==> config.mk <==
export PLATFORM = sky130hd
export DESIGN_NAME = hbs_fifo
export DESIGN_NICKNAME = d
export VERILOG_FILES = /design/src/design/hbs_fifo.sv
export SDC_FILE = /design/constraint.sdc
export NUM_CORES = 1
export LEC_CHECK = 0
export ABC_CLOCK_PERIOD_IN_PS = 3350
export BUFFER_PORTS_ARGS = -buffer_cell sky130_fd_sc_hd__buf_2
export CORE_UTILIZATION = 56
export CTS_BUF_LIST = sky130_fd_sc_hd__clkbuf_4
export DETAILED_ROUTE_END_ITERATION = 8
export GPL_TIMING_DRIVEN = 1
export HOLD_SLACK_MARGIN = 0.02
export PLACE_DENSITY = 0.85
export SETUP_SLACK_MARGIN = 0.4
export SYNTH_ARGS = -nofsm -noshare
export SYNTH_HDL_FRONTEND = slang
export SYNTH_SLANG_ARGS = --single-unit
==> constraint.sdc <==
create_clock -name clk_i -period 3.35 [get_ports clk_i]
set_input_delay 0.67 -clock clk_i [delete_from_list [all_inputs] [get_ports clk_i]]
set_output_delay 0.67 -clock clk_i [all_outputs]
set_load 0.005 [all_outputs]
==> src/design/hbs_fifo.sv <==
module hbs_fifo #(
  parameter int unsigned WIDTH = 8,
  parameter int unsigned DEPTH = 2,
  localparam int unsigned PW = (DEPTH > 1) ? $clog2(DEPTH) : 1,
  localparam int unsigned CW = $clog2(DEPTH + 1)
) (
  input  logic             clk_i,
  input  logic             rst_ni,
  input  logic             push_valid_i,
  output logic             push_ready_o,
  input  logic [WIDTH-1:0] push_data_i,
  output logic             pop_valid_o,
  input  logic             pop_ready_i,
  output logic [WIDTH-1:0] pop_data_o
);

  logic [WIDTH-1:0] data_q [DEPTH];
  logic [PW-1:0]    wptr_q, wptr_d;
  logic [PW-1:0]    rptr_q, rptr_d;
  logic [CW-1:0]    cnt_q, cnt_d;
  logic             push, pop;

  assign push_ready_o = (cnt_q != CW'(DEPTH));
  assign pop_valid_o  = (cnt_q != '0);
  assign pop_data_o   = data_q[rptr_q];
  assign push         = push_valid_i && push_ready_o;
  assign pop          = pop_ready_i && pop_valid_o;

  always_comb begin
    wptr_d = wptr_q;
    rptr_d = rptr_q;
    cnt_d  = cnt_q;
    if (push) begin
      wptr_d = (wptr_q == PW'(DEPTH - 1)) ? '0 : wptr_q + PW'(1);
    end
    if (pop) begin
      rptr_d = (rptr_q == PW'(DEPTH - 1)) ? '0 : rptr_q + PW'(1);
    end
    if (push && !pop) begin
      cnt_d = cnt_q + CW'(1);
    end else if (pop && !push) begin
      cnt_d = cnt_q - CW'(1);
    end
  end

  always_ff @(posedge clk_i or negedge rst_ni) begin
    if (!rst_ni) begin
      wptr_q <= '0;
      rptr_q <= '0;
      cnt_q  <= '0;
    end else begin
      wptr_q <= wptr_d;
      rptr_q <= rptr_d;
      cnt_q  <= cnt_d;
    end
  end

  always_ff @(posedge clk_i) begin
    if (push) begin
      data_q[wptr_q] <= push_data_i;
    end
  end

endmodule

# Yosys cells after proc, flatten, opt, wreduce, memory -nomap -nowiden
# Memories as Yosys holds them, arrays and structs flattened.
# Cells that the tools add are included.
[op_classes] add_sub_neg=4 eq_ne=1 muxes=6 n_reduce_logical=8
[ops] op="$logic_and 1x1->1" n=4
[ops] op="$mux 1" n=4
[ops] op="$mux 2" n=2
[ops] op="$reduce_bool 2->1" n=2
[ops] op="$add 1x1->1 const B" n=2
[ops] op="$add 2x1->2 const B" n=1
[ops] op="$logic_not 1->1" n=2
[ops] op="$ne 2x2->1 const B" n=1
[ops] op="$sub 2x1->2 const B" n=1
[totals] ff_bits=4 ramBits=16 in_bits=12 output_inout_bits=10 wordCells=23 n_memories=1
[mem_list] name="data_q" words=2 width=8 rd=1 rd_ports_with_merged_regs=0 write_ports=1 line="17" source="logic [WIDTH-1:0] data_q [DEPTH];"

# Depth between registers and ports, before layout
[depth] word_depth=6 ltp_mapped=7 mapped_depth_nobuf=7

# Worst setup path after synthesis
# OpenSTA, ideal clock, no wires.
[synth_path] kind="reg-to-output" start="register rptr_q" end="output pop_data_o[0]" t_arrival_ns=0.837 required_ns=2.680 setup_slack_ns=1.843 path_stages_with_launch=3 path_buffers=1 path_cell_list="dfrtp_1 -> buf_2 -> mux2_2"
[synth_via] elab_chain_cells=1
[synth_lines] item="start: declaration" line="19" source="logic [PW-1:0] rptr_q, rptr_d;"
[synth_lines] item="start signal: assignment" line="53" source="rptr_q <= rptr_d;"
[synth_lines] item="$mem_v2 2x8"
[synth_lines] item="end: declaration" line="14" source="output logic [WIDTH-1:0] pop_data_o"
# No other way between the ends.

# Final worst setup path
[layout_path] start="register rptr_q" end="output pop_data_o[7]"
# The elaborated chain is that of the path after synthesis.

==> flow_metrics.tcl <==
set metrics [dict create \
    ios 22 \
    gp_congestion 0.691 \
    dp_hpwl_um 831 \
    startpoint_type "flip-flop" \
    end_kind "output port" \
    vias 420 \
    viasPerCell 5.12 \
    yosysWarningCount 0 \
    ys_ff_latch 20 \
    ir_drop_uv 457 \
    layout.nets 81 \
    die_h_um 39.5 \
    start_util 0.605 \
    clk_latency_ps 280 \
    slew_viol_final 0 \
    outcome "completed" \
    rows 13 \
    whs_ps 171 \
    r2r_cells 3 \
    cp_data_required_time_ps 2680 \
    min_period_ps 2060 \
    fin_setup_tns_ps 0 \
    dieArea_um2 1560 \
    cts_max_level 1 \
    holdCritPathClass "input pin to asynchronous set/reset pin" \
    netlist_instances 43 \
    drv_cap 0 \
    grt_max_degree 12 \
    wire_per_inst_um 12.5 \
    cts_buffers 3 \
    grt_pass1_vias 399 \
    synth_cell_types 14 \
    first_pass_iters 2 \
    pwr_density_cell_nw_per_um2 806 \
    synth_nets 56 \
    track_usage 0.163 \
    p_leak_uw 0.000384 \
    grt_first_pass_wirelength_um 1560 \
    cts_tree "built" \
    drc 0 \
    areaGrowthSynthToFinish_pct 18.4 \
    max_freq_mhz 485 \
    overflow 0 \
    rsz0062_at_grt "no" \
    antenna_found_initial 0 \
    drt_wl_total_um 1030 \
    avgSynthCellArea_um2 18.3 \
    clock_path_buffers 2 \
    clock_tree.root_cell "clkbuf_4" \
    die_w_um 39.5 \
    core_um2 1300 \
    ys_seq_area_frac 0.738 \
    setup_violations 0 \
    fin_crit_sh 0.615 \
    cts_sinks 20 \
    critPathMaxFanout 9 \
    cts_setup_buffers 0 \
    cts_hold_buf 0 \
    ant_nets 0 \
    critPathKind "flip-flop to output port" \
    syn-cell-area_um2 787 \
    slew_headroom 0.586 \
    diodes 0 \
    io_buffer_count 21 \
    path_clk_slew_ps 100 \
    crit_arrival_ps 1390 \
    cts.repair.resized 0 \
    tightest_slew_ps 619 \
    finClkSkew_ps 6.85 \
    drtIter0Drc 7 \
    hold_viol_final 0 \
    layout-drive-gt1-share 0.522 \
]
[sequential cells by signal, summed over array words and instances, names as in the netlist]
signal and cells:
wptr_q 1, cnt_q 2, data_q 16, rptr_q 1
[synthesized netlist by cell type]
master,count,area [um^2]
edfxtp_1,16,480
mux2_2,8,90.1
dfrtp_1,4,100
xnor2_1,3,26.3
nor2_1,2,7.51
xor2_1,2,17.5
and3_1,1,6.26
buf_2,1,5.00
ha_1,1,12.5
inv_1,1,3.75
nand2_1,1,3.75
nand2_4,1,11.3
nand2b_4,1,13.8
or2_4,1,8.76
[critical path, cell delays in order, from the launching register on]
cell,delay [ps]
dfrtp_1,590
mux2_2,390
buf_2,130
[area by class of cell]
| cell class | instances | area (um^2) |
|---|---|---|
| sequential | 20 | 581 |
| multi-input combinational | 21 | 198 |
| fill | 94 | 369 |
| clock inverter | 1 | 3.75 |
| clock buffer | 3 | 22.5 |
| inverter | 1 | 3.75 |
| timing repair buffer | 21 | 105 |
| tap | 15 | 18.8 |
[layout by cell type, fill, tap and decap left out]
cell type / count
clkbuf_4: 3
buf_2: 21
ha_1: 1
xor2_1: 2
nand2_1: 1
or2_4: 1
inv_1: 1
edfxtp_1: 16
nand2b_4: 1
xnor2_1: 3
mux2_2: 8
dfrtp_1: 4
clkinv_1: 1
nor2_1: 2
nand2_4: 1
and3_1: 1
[worst paths after layout]
kind	slack, ps	from	to
min in group clk_i	520	wptr_q$_DFFE_PN0N_	wptr_q$_DFFE_PN0N_
worst min-delay path	170	rst_ni	rptr_q$_DFFE_PN0P_
worst max-delay path	1290	rptr_q$_DFFE_PN0P_	pop_data_o[7]
worst max register to register	1840	cnt_q[0]$_DFFE_PN0P_	data_q[0][4]$_DFFE_PP_
worst min register to register	520	wptr_q$_DFFE_PN0N_	wptr_q$_DFFE_PN0N_
max in group asynchronous	3050	rst_ni	cnt_q[1]$_DFFE_PN0P_
[per-stage QoR]
stage	total power [uW]	cells	setup WS (ps)	utilization	area, um^2
after floorplan	571	43	1840	-	787
after global placement	648	78	1630	0.696	906
after detailed placement	657	78	1620	0.696	906
after CTS	759	82	1280	0.716	932
after global routing	800	82	1230	0.716	932
final	752	82	1290	0.716	932
[routing by layer]
metal | routed length (um) | global-route usage | vias up
met5 | 0 | 0 | -
met4 | 6 | 0.0948 | 0
met3 | 48 | 0.0455 | 2
met2 | 580 | 0.299 | 12
met1 | 394 | 0.158 | 201
li1 | - | - | 205
[cell families (layout without fill, tap and decap cells)]
logic type               count (synthesis)  after routing  synth area share
XOR/XNOR                                 5              5            0.0557
adder cells (fa/ha/maj)                  1              1            0.0159
buffers and inverters                    2             26            0.0111
flip-flops                              20             20             0.738
multiplexers                             8              8             0.114
AND/OR/NAND/NOR                          7              7            0.0652
[report_power, final]
group	total, uW	internal (uW)	switching [uW]
registers	402	348	53.9
logic	244	144	99.9
clock network	106	43.2	62.5
total	752	535	216
(Power assumes the default switching activity.)
