===== config.mk =====
export PLATFORM = sky130hd
export DESIGN_NAME = hbs_front
export DESIGN_NICKNAME = d
export VERILOG_FILES = /design/src/design/hbs_pkg.sv /design/src/design/hbs_front.sv
export SDC_FILE = /design/constraint.sdc
export NUM_CORES = 1
export LEC_CHECK = 0
export ABC_CLOCK_PERIOD_IN_PS = 8900
export BUFFER_PORTS_ARGS = -buffer_cell sky130_fd_sc_hd__buf_2
export CORE_ASPECT_RATIO = 2
export CORE_MARGIN = 10
export CORE_UTILIZATION = 46
export DETAILED_ROUTE_END_ITERATION = 16
export PLACE_DENSITY = 0.88
export SETUP_SLACK_MARGIN = 0.05
export SYNTH_ARGS = -nofsm -noshare
export SYNTH_HDL_FRONTEND = slang
export SYNTH_SLANG_ARGS = --single-unit

===== constraint.sdc =====
create_clock -name vclk -period 8.9
set_input_delay 1.78 -clock vclk [all_inputs]
set_output_delay 1.78 -clock vclk [all_outputs]
set_load 0.005 [all_outputs]

===== src/design/hbs_pkg.sv =====
package hbs_pkg;

  localparam int unsigned BIN_W      = 9;
  localparam int unsigned COUNT_W    = 32;
  localparam int unsigned SUM_W      = 40;
  localparam int unsigned RAD_W      = 3;
  localparam int unsigned CFG_IDX_W  = 3;
  localparam int unsigned CFG_DATA_W = 9;

  // Window step counters run from 0 to twice the radius.
  localparam int unsigned STEP_W = RAD_W + 1;

  localparam logic [BIN_W-1:0] BINS_RESET   = 9'd256;
  localparam logic [RAD_W-1:0] RADIUS_RESET = 3'd1;

  typedef enum logic [CFG_IDX_W-1:0] {
    CFG_BINS_X        = 3'd0,
    CFG_BINS_Y        = 3'd1,
    CFG_SMOOTH_RADIUS = 3'd2,
    CFG_X_PERIODIC    = 3'd3,
    CFG_Y_PERIODIC    = 3'd4
  } cfg_idx_e;

  typedef enum logic {
    FUNC_WRITE = 1'b0,
    FUNC_QUERY = 1'b1
  } func_e;

  typedef struct packed {
    logic [BIN_W-1:0] bins_x;
    logic [BIN_W-1:0] bins_y;
    logic [RAD_W-1:0] smooth_radius;
    logic             x_periodic;
    logic             y_periodic;
  } cfg_t;

endpackage


===== src/design/hbs_front.sv =====
module hbs_front import hbs_pkg::*; #(
  parameter int unsigned MAX_BINS_X = 256,
  parameter int unsigned MAX_BINS_Y = 256,
  localparam int unsigned XW = $clog2(MAX_BINS_X + 2),
  localparam int unsigned YW = $clog2(MAX_BINS_Y + 2),
  localparam int unsigned EW = 2 + XW + YW + COUNT_W
) (
  input  logic                      in_valid_i,
  output logic                      in_ready_o,
  input  logic                      func_i,
  input  logic [BIN_W-1:0]          bin_x_i,
  input  logic [BIN_W-1:0]          bin_y_i,
  input  logic signed [COUNT_W-1:0] count_in_i,
  input  cfg_t                      cfg_i,
  input  logic                      clear_busy_i,
  output logic                      push_valid_o,
  input  logic                      push_ready_i,
  output logic [EW-1:0]             push_data_o
);

  logic [XW-1:0] nx, x_over, x;
  logic [YW-1:0] ny, y_over, y;
  logic          border;

  // Bin counts of zero act as one, and counts above the store size act as the maximum.
  always_comb begin
    if (cfg_i.bins_x == '0) begin
      nx = XW'(1);
    end else if (32'(cfg_i.bins_x) > MAX_BINS_X) begin
      nx = XW'(MAX_BINS_X);
    end else begin
      nx = XW'(cfg_i.bins_x);
    end
    if (cfg_i.bins_y == '0) begin
      ny = YW'(1);
    end else if (32'(cfg_i.bins_y) > MAX_BINS_Y) begin
      ny = YW'(MAX_BINS_Y);
    end else begin
      ny = YW'(cfg_i.bins_y);
    end
  end

  assign x_over = nx + XW'(1);
  assign y_over = ny + YW'(1);

  // Indices past the overflow bin fold onto it.
  assign x = (32'(bin_x_i) > 32'(x_over)) ? x_over : XW'(bin_x_i);
  assign y = (32'(bin_y_i) > 32'(y_over)) ? y_over : YW'(bin_y_i);

  assign border = (x == '0) || (y == '0) || (x == x_over) || (y == y_over);

  assign in_ready_o   = push_ready_i && !clear_busy_i;
  assign push_valid_o = in_valid_i && !clear_busy_i;
  assign push_data_o  = {func_i, border, x, y, count_in_i};

endmodule


# After elaboration in Yosys (flattened, before gate mapping)
# Index checks and enable logic that the tools add are counted.
[word_totals] ff_bits=0 input_bits=77 output_inout_bits=54 elab_cells=24
[classes] add_sub_neg=2 order_cmp=4 n_eq_ne=2 mux=6 n_reduce_logical=10
[ops] cell="9-bit 2-to-1 mux" count=6
[ops] cell="9-bit zero test" count=4
[ops] cell="9-bit by 1-bit adder with 9-bit output, second input constant" count=2
[ops] cell="9-bit equality test" count=2
[ops] cell="9-bit greater-than comparator" count=2
[ops] cell="9-bit greater-than comparator, second input constant" count=2
[ops] cell="1-bit logical OR" count=3
[ops] cell="1-bit logical AND" count=2
[ops] cell="1-bit zero test" count=1

# Depth between registers and ports, before layout
# Gate-level depths: netlist (run 1).
[logic_depth] word_depth=10 depth_mapped=17 depth_no_buf=16

# Least setup slack after synthesis (run 1)
# No wires, ideal clock.
[synth_timing] kind="input to output" startpoint="in cfg_i[18] in the netlist's numbering" endpoint="out push_data_o[50]" t_arrival_ns=4.890 required_time_ns=7.120 setup_slack_ns=2.230 path_stages=16 path_buffers=1 path_cell_list="nor4_1 > a21oi_1 > nor2_1 > ha_1 > and3_2 > a41oi_1 > ha_1 > o21ai_0 > nand2b_1 > o21ai_0 > o2bb2ai_4 > o31ai_4 > or4_1 > a21o_1 > o2111ai_2 > buf_4"
[synth_between] elab_chain_cells=10 word_cells_on_any_way=12 classes_between="add/sub: 1; order compare: 2; eq/ne: 1; mux: 3; reduce/logical: 5"
[synth_lines] item="from (decl)" line_no="hbs_front.sv:14" source="input cfg_t cfg_i,"
[synth_lines] item="9-bit greater-than comparator" line_no="hbs_front.sv:29" source="end else if (32'(cfg_i.bins_x) > MAX_BINS_X) begin"
[synth_lines] item="9-bit 2-to-1 mux" line_no="hbs_front.sv:29"
[synth_lines] item="9-bit 2-to-1 mux (*)" line_no="hbs_front.sv:27" source="if (cfg_i.bins_x == '0) begin"
[synth_lines] item="9-bit by 1-bit adder with 9-bit output (*)" line_no="hbs_front.sv:43" source="assign x_over = nx + XW'(1);"
[synth_lines] item="9-bit greater-than comparator" line_no="hbs_front.sv:47" source="assign x = (32'(bin_x_i) > 32'(x_over)) ? x_over : XW'(bin_x_i);"
[synth_lines] item="9-bit 2-to-1 mux" line_no="hbs_front.sv:47"
[synth_lines] item="9-bit zero test" line_no="hbs_front.sv:50" source="assign border = (x == '0) || (y == '0) || (x == x_over) || (y == y_over);"
[synth_lines] item="1-bit logical OR" line_no="hbs_front.sv:50"
[synth_lines] item="1-bit logical OR (*) (2 in series)" line_no="hbs_front.sv:50"
[synth_lines] item="to (decl)" line_no="hbs_front.sv:18" source="output logic [EW-1:0] push_data_o"
# Every way passes the cells marked *; elsewhere a longest branch is shown, timed or not.

# Final worst setup path (run 1)
# Ends and elaborated chain as after synthesis.

==> qor.yml, run 1 <==
cts_resized: 0
die_area_um2: 6800
start_util_pct: 47.8
whs_path_depth: 0
ir_drop_mv: 0.0333
leakagePower_uw: 0.000795
fin_setup_tns_ns: 0
period_minus_slack_ns: 7.43
core_area_um2: 3650
multi_input_area_um2: 1420
finalSetupViolCount: 0
min_from: "count_in_i[0]"
slew_violations: 0
slew_headroom_pct: 59.6
wirelength_um: 5270
detail-route-antenna-nets: 0
critPathArrivalTime_ns: 5.65
drc: 0
cp-end-kind: "primary output"
grt_max_degree: 18
worstPathMaxFanout: 17
fin_crit_sh_pct: 83.5
yosys-top-cells-area: "buf_4 (15%), ha_1 (13%), xnor2_1 (11%), nand2_1 (4.3%), o21ai_0 (4.0%)"
area_growth_syn_to_layout_pct: 5.53
chipHeight_um: 107
pin_count: 131
cp.required_ns: 7.12
synth_cells: 247
rsz0062_at_grt: "no"
dpl.hpwl_um: 4610
gp_congestion: 0.911
regArea_um2: 0
viasPerCell: 5.80
die_w_um: 63.5
netlist_area_um2: 1740
crit_start: "cfg_i[18]"
vias: 1851
cts-hold-fix-buffers: 0
design.seq.count: 0
drt_iter0_markers: 142
maxClockFrequency_ghz: 0.135
syn-num-nets: 342
yosysTopAreaCell: "buf_4"
synth_top_area_share_pct: 14.6
finish.net_count: 367
grt_pass1_wl_um: 8740
fp-row-count: 31
grt_usage_pct: 14.7
fillers: 388
nClkBuffers: 0
path_class: "in -> out"
hold_viol: 0
crit_path_end: "push_data_o[50]"
power.density_nw_per_um2: 64.8
startpoint_type: "input pin"
diodes: 0
grt.overflow.total: 0
yosysUniqueCellTypes: 47
grt_antenna_before_repair: 0
tightest_slew_ns: 0.605
yosysWarnings: 0
layout-drive-gt1-share_pct: 27.0
grt_pass1_vias: 2002
avgRoutedWirePerCell_um: 16.5
cap_violations: 0
first_pass_iters: 4
cts_setup_buffers: 0
min_path_type: "in -> out"
ys_seq_area_share_pct: 0
port_buffers: 60
status: "finished, final reports clean"
hold_slack_ns: 3.56
synth_area_per_cell_um2: 7.06
==> how the worst min path moves through the flow <==
stage | end | slack (ns)
after floorplan | in_ready_o | 3.59
after global placement | push_data_o[11] | 3.56
after detailed placement | push_data_o[11] | 3.56
after CTS | push_data_o[11] | 3.56
after global routing | push_data_o[0] | 3.56
final | push_data_o[0] | 3.56
==> worst max-delay path, cell delays in order <==
cell,delay (ns)
buf_2,0.14
nor4_1,0.29
a21oi_1,0.10
nor2_1,0.30
ha_1,0.30
and3_2,0.25
a41oi_1,0.25
ha_1,0.42
o21ai_0,0.11
nand2b_1,0.17
o21ai_0,0.19
o2bb2ai_4,0.23
o31ai_4,0.18
or4_1,0.56
a21o_1,0.19
o2111ai_2,0.05
buf_2,0.14
==> Yosys cell counts, drive strengths merged, types with 4 or more instances <==
cell / count
ha: 18
nand3: 12
nor4: 8
xnor2: 22
a21o: 4
nand2: 20
o21ai: 14
nor2: 13
xor2: 4
mux2i: 5
nor2b: 9
mux2: 4
buf: 36
nor3: 7
inv: 13
nand2b: 9
a21oi: 13
==> report_power, final <==
part           total (uW)  switching (uW)  internal (uW)
Combinational         119            66.2           52.9
Clock                   0               0              0
Sequential              0               0              0
==> layout make-up <==
| cell class | count | share of cell area [%] |
|---|---|---|
| inverter | 13 | 2.65 |
| multi-input combinational | 196 | 77.3 |
| tap | 49 | 3.33 |
| timing repair buffer | 61 | 16.7 |
==> placed cells by master (no fill, tap or decap), types with 3 or more instances in the layout <==
cell      netlist  final
nand2_1        20     20
a21o_1          4      4
o21ai_0        14     14
xnor2_1        22     22
nor2_1         13     13
nand2b_1        9      9
buf_2           2     60
a21oi_1        13     13
xor2_1          4      4
ha_1           18     18
mux2i_1         5      5
inv_1          13     13
o211ai_1        3      3
nor3_1          6      6
nor4_1          8      8
nand4_1         3      3
nand3_1        11     11
nor2b_1         9      9
==> metal layers <==
layer | GRT usage, % | wire length (um)
met3 | 3.13 | 347
met5 | 0 | 0
met4 | 5.50 | 189
met2 | 30.9 | 2940
met1 | 12.5 | 1790
==> cells by family (layout without fill, tap and decap cells) <==
logic type               after synthesis  in the layout  synth area share (%)
AO/OA/AOI/OAI                         53             53                  22.7
AND/OR/NAND/NOR                       90             90                  27.4
adder cells (fa/ha/maj)               18             18                  12.9
multiplexers                           9              9                  5.46
XOR/XNOR                              26             26                  13.1
buffers and inverters                 51             74                  18.4
==> stage by stage <==
step | total power [uW] | cells | util (%) | instance area (um^2) | worst slack (ns)
floorplan | 87.4 | 247 | - | 1740 | 2.23
global placement | 116 | 319 | 50.4 | 1840 | 1.56
detailed placement | 120 | 319 | 50.4 | 1840 | 1.48
CTS | 120 | 319 | 50.4 | 1840 | 1.46
global route | 133 | 319 | 50.4 | 1840 | 1.18
finish | 119 | 319 | 50.4 | 1840 | 1.47
(Power assumes the default switching activity.)
==> inputs of run 2 (changes only) <==
--- a/config.mk
+++ b/config.mk
@@ -5,13 +5,13 @@
 export SDC_FILE = /design/constraint.sdc
 export NUM_CORES = 1
 export LEC_CHECK = 0
-export ABC_CLOCK_PERIOD_IN_PS = 8900
+export ABC_CLOCK_PERIOD_IN_PS = 7260
 export BUFFER_PORTS_ARGS = -buffer_cell sky130_fd_sc_hd__buf_2
 export CORE_ASPECT_RATIO = 2
 export CORE_MARGIN = 10
-export CORE_UTILIZATION = 46
+export CORE_UTILIZATION = 43
 export DETAILED_ROUTE_END_ITERATION = 16
-export PLACE_DENSITY = 0.88
+export PLACE_DENSITY = 0.83
 export SETUP_SLACK_MARGIN = 0.05
 export SYNTH_ARGS = -nofsm -noshare
 export SYNTH_HDL_FRONTEND = slang
==> constraint.sdc (replaced) <==
create_clock -name vclk -period 7.26
set_input_delay 1.452 -clock vclk [all_inputs]
set_output_delay 1.452 -clock vclk [all_outputs]
set_load 0.005 [all_outputs]
==> run 2 against run 1 <==
Clock-buffer cell count stayed put. Sequential cell count stayed put. Via count is 1.8% higher. Combinational power is 24% higher. First-iteration DRC count is 31% lower. Power is 23% higher. Worst setup slack worse by 0.85 ns. Worst hold slack worse by 0.66 ns. Largest power group unchanged. Non-clock buffer count is 1 higher. Routed wire length is 0.89% higher. Final cell count is 0.94% higher.
==> qor.yml, run 2 (synthesis results as in run 1) <==
core_area_um2: 3880  # +6.5%
chipHeight_um: 110  # +2.8%
place_ws_ns: 0.650  # -0.829 ns
grt.overflow.total: 0  # unchanged
detail-route-antenna-nets: 0  # unchanged
fin_setup_tns_ns: 0  # unchanged
path_class: "in -> out"
grt_max_degree: 18  # unchanged
area_growth_syn_to_layout_pct: 6.10
viasPerCell: 5.85  # +0.83%
sequentialPowerShare_pct: 0  # unchanged
finalSetupViolCount: 0  # unchanged
drc: 0  # unchanged
gp_congestion: 0.898  # -1.4%
cts_setup_buffers: 0  # unchanged
power_frac_comb_pct: 100.0  # about the same
grt_antenna_before_repair: 0  # unchanged
critPathArrivalTime_ns: 5.19  # -0.46 ns
maxClockFrequency_ghz: 0.151
nClkBuffers: 0  # unchanged
grt_pass1_vias: 1909  # -4.6%
hold_viol: 0  # unchanged
pwr-share-clk_pct: 0  # unchanged
min_delay_worst_endpoint: "push_data_o[12]"
rsz0062_at_grt: "no"
design.seq.count: 0  # unchanged
start_util_pct: 44.9  # -2.9 points
hold_slack_ns: 2.90  # -0.656 ns
grt_pass1_wl_um: 8270  # -5.3%
wl_met3_um: 467  # +35%
power.density_nw_per_um2: 79.3  # +22%
avgRoutedWirePerCell_um: 16.5  # about the same
dr_wl_met2_um: 2910  # -1.0%
drt_iter0_markers: 98  # -31%
wl_met1_um: 1640  # -8.8%
finish.net_count: 368  # +0.27%
first_pass_iters: 4  # unchanged
regArea_um2: 0  # unchanged
fin_util_pct: 47.6  # -2.8 points
wirelength_um: 5320  # +0.89%
p_sw_uw: 81.4  # +23%
worstPathMaxFanout: 17  # unchanged
ir_drop_mv: 0.0432  # +30%
cp-end-kind: "primary output"
tightest_slew_ns: 0.607  # +0.00146 ns
period_minus_slack_ns: 6.64
crit_start: "cfg_i[18]"
most-common-layout-cells: "buf_2 (60), xnor2_1 (22), nand2_1 (20), ha_1 (18), o21ai_0 (14)"
p_sw_share_pct: 55.5  # about the same
min_from: "count_in_i[12]"
fin_crit_sh_pct: 91.5
final.setup.worst_slack_ns: 0.618  # -0.855 ns
min_path_type: "in -> out"
cp.required_ns: 5.81  # -1.31 ns
slew_headroom_pct: 59.5  # -0.097 points
cap_violations: 0  # unchanged
pin_count: 131  # unchanged
dpl.hpwl_um: 4680  # +1.5%
fp-row-count: 32  # +3.2%
p_int_uw: 65.2  # +23%
die_area_um2: 7150  # +5.2%
slew_violations: 0  # unchanged
cts-hold-fix-buffers: 0  # unchanged
leakagePower_uw: 0.000800  # +0.65%
grt_usage_pct: 13.8  # -0.83 points
cts_resized: 0  # unchanged
die_w_um: 65.0  # +2.4%
status: "finished, final reports clean"
layout_commonest_cell: "buf_2"
vias: 1884  # +1.8%
whs_path_depth: 0  # unchanged
diodes: 0  # unchanged
startpoint_type: "input pin"
layout-drive-gt1-share_pct: 27.3  # +0.27 points
port_buffers: 60  # unchanged
highest_layer: "met4"
[run 2: changes by cell type in the layout (fill, tap and decap cells not counted)]
cell,change
buf_4,+1
[run 2: metal layers]
layer,GRT usage (%),vias up
met2,29.0,92
met3,4.15,24
met4,8.00,0
met1,10.3,860
met5,0,-
li1,-,908
[run 2: through the flow]
stage	area [um^2]	cells	power (uW)
3_5_place_dp	1850	322	147
5_1_grt	1850	322	163
2_1_floorplan	1740	247	107
6_report	1850	322	147
4_1_cts	1850	322	148
3_3_place_gp	1850	322	144
[run 2: critical path, cell delays in order]
cell	delay [ns]
buf_2	0.14
nor4_1	0.30
a21oi_1	0.10
nor2_1	0.10
buf_4	0.15
ha_1	0.22
and3_2	0.25
a41oi_1	0.26
ha_1	0.43
o21ai_0	0.10
nand2b_1	0.16
o21ai_0	0.17
o2bb2ai_4	0.23
o31ai_4	0.19
or4_1	0.55
a21o_1	0.18
o2111ai_2	0.05
buf_2	0.14
[run 2: how the worst max path moves through the flow]
| stage | to | slack (ns) | cells after the start |
|---|---|---|---|
| after global routing | push_data_o[50] | 0.29 | 18 |
| after floorplan | push_data_o[50] | 1.25 | 16 |
| after detailed placement | push_data_o[50] | 0.65 | 18 |
| after global placement | push_data_o[50] | 0.69 | 18 |
| final | push_data_o[50] | 0.62 | 18 |
| after CTS | push_data_o[50] | 0.62 | 18 |
[run 2: power by group through the flow]
stage	sequential (uW)	combinational (uW)	clock [uW]
after floorplan	0	107	0
after global placement	0	144	0
after detailed placement	0	147	0
after CTS	0	148	0
after global routing	0	163	0
final	0	147	0
[run 2: cell type report]
cell class / instances / area, um^2
Timing Repair Buffer: 62 / 315
Tap cell: 51 / 63.8
Inverter: 13 / 48.8
Fill cell: 408 / 2030
Multi-Input combinational cell: 196 / 1420
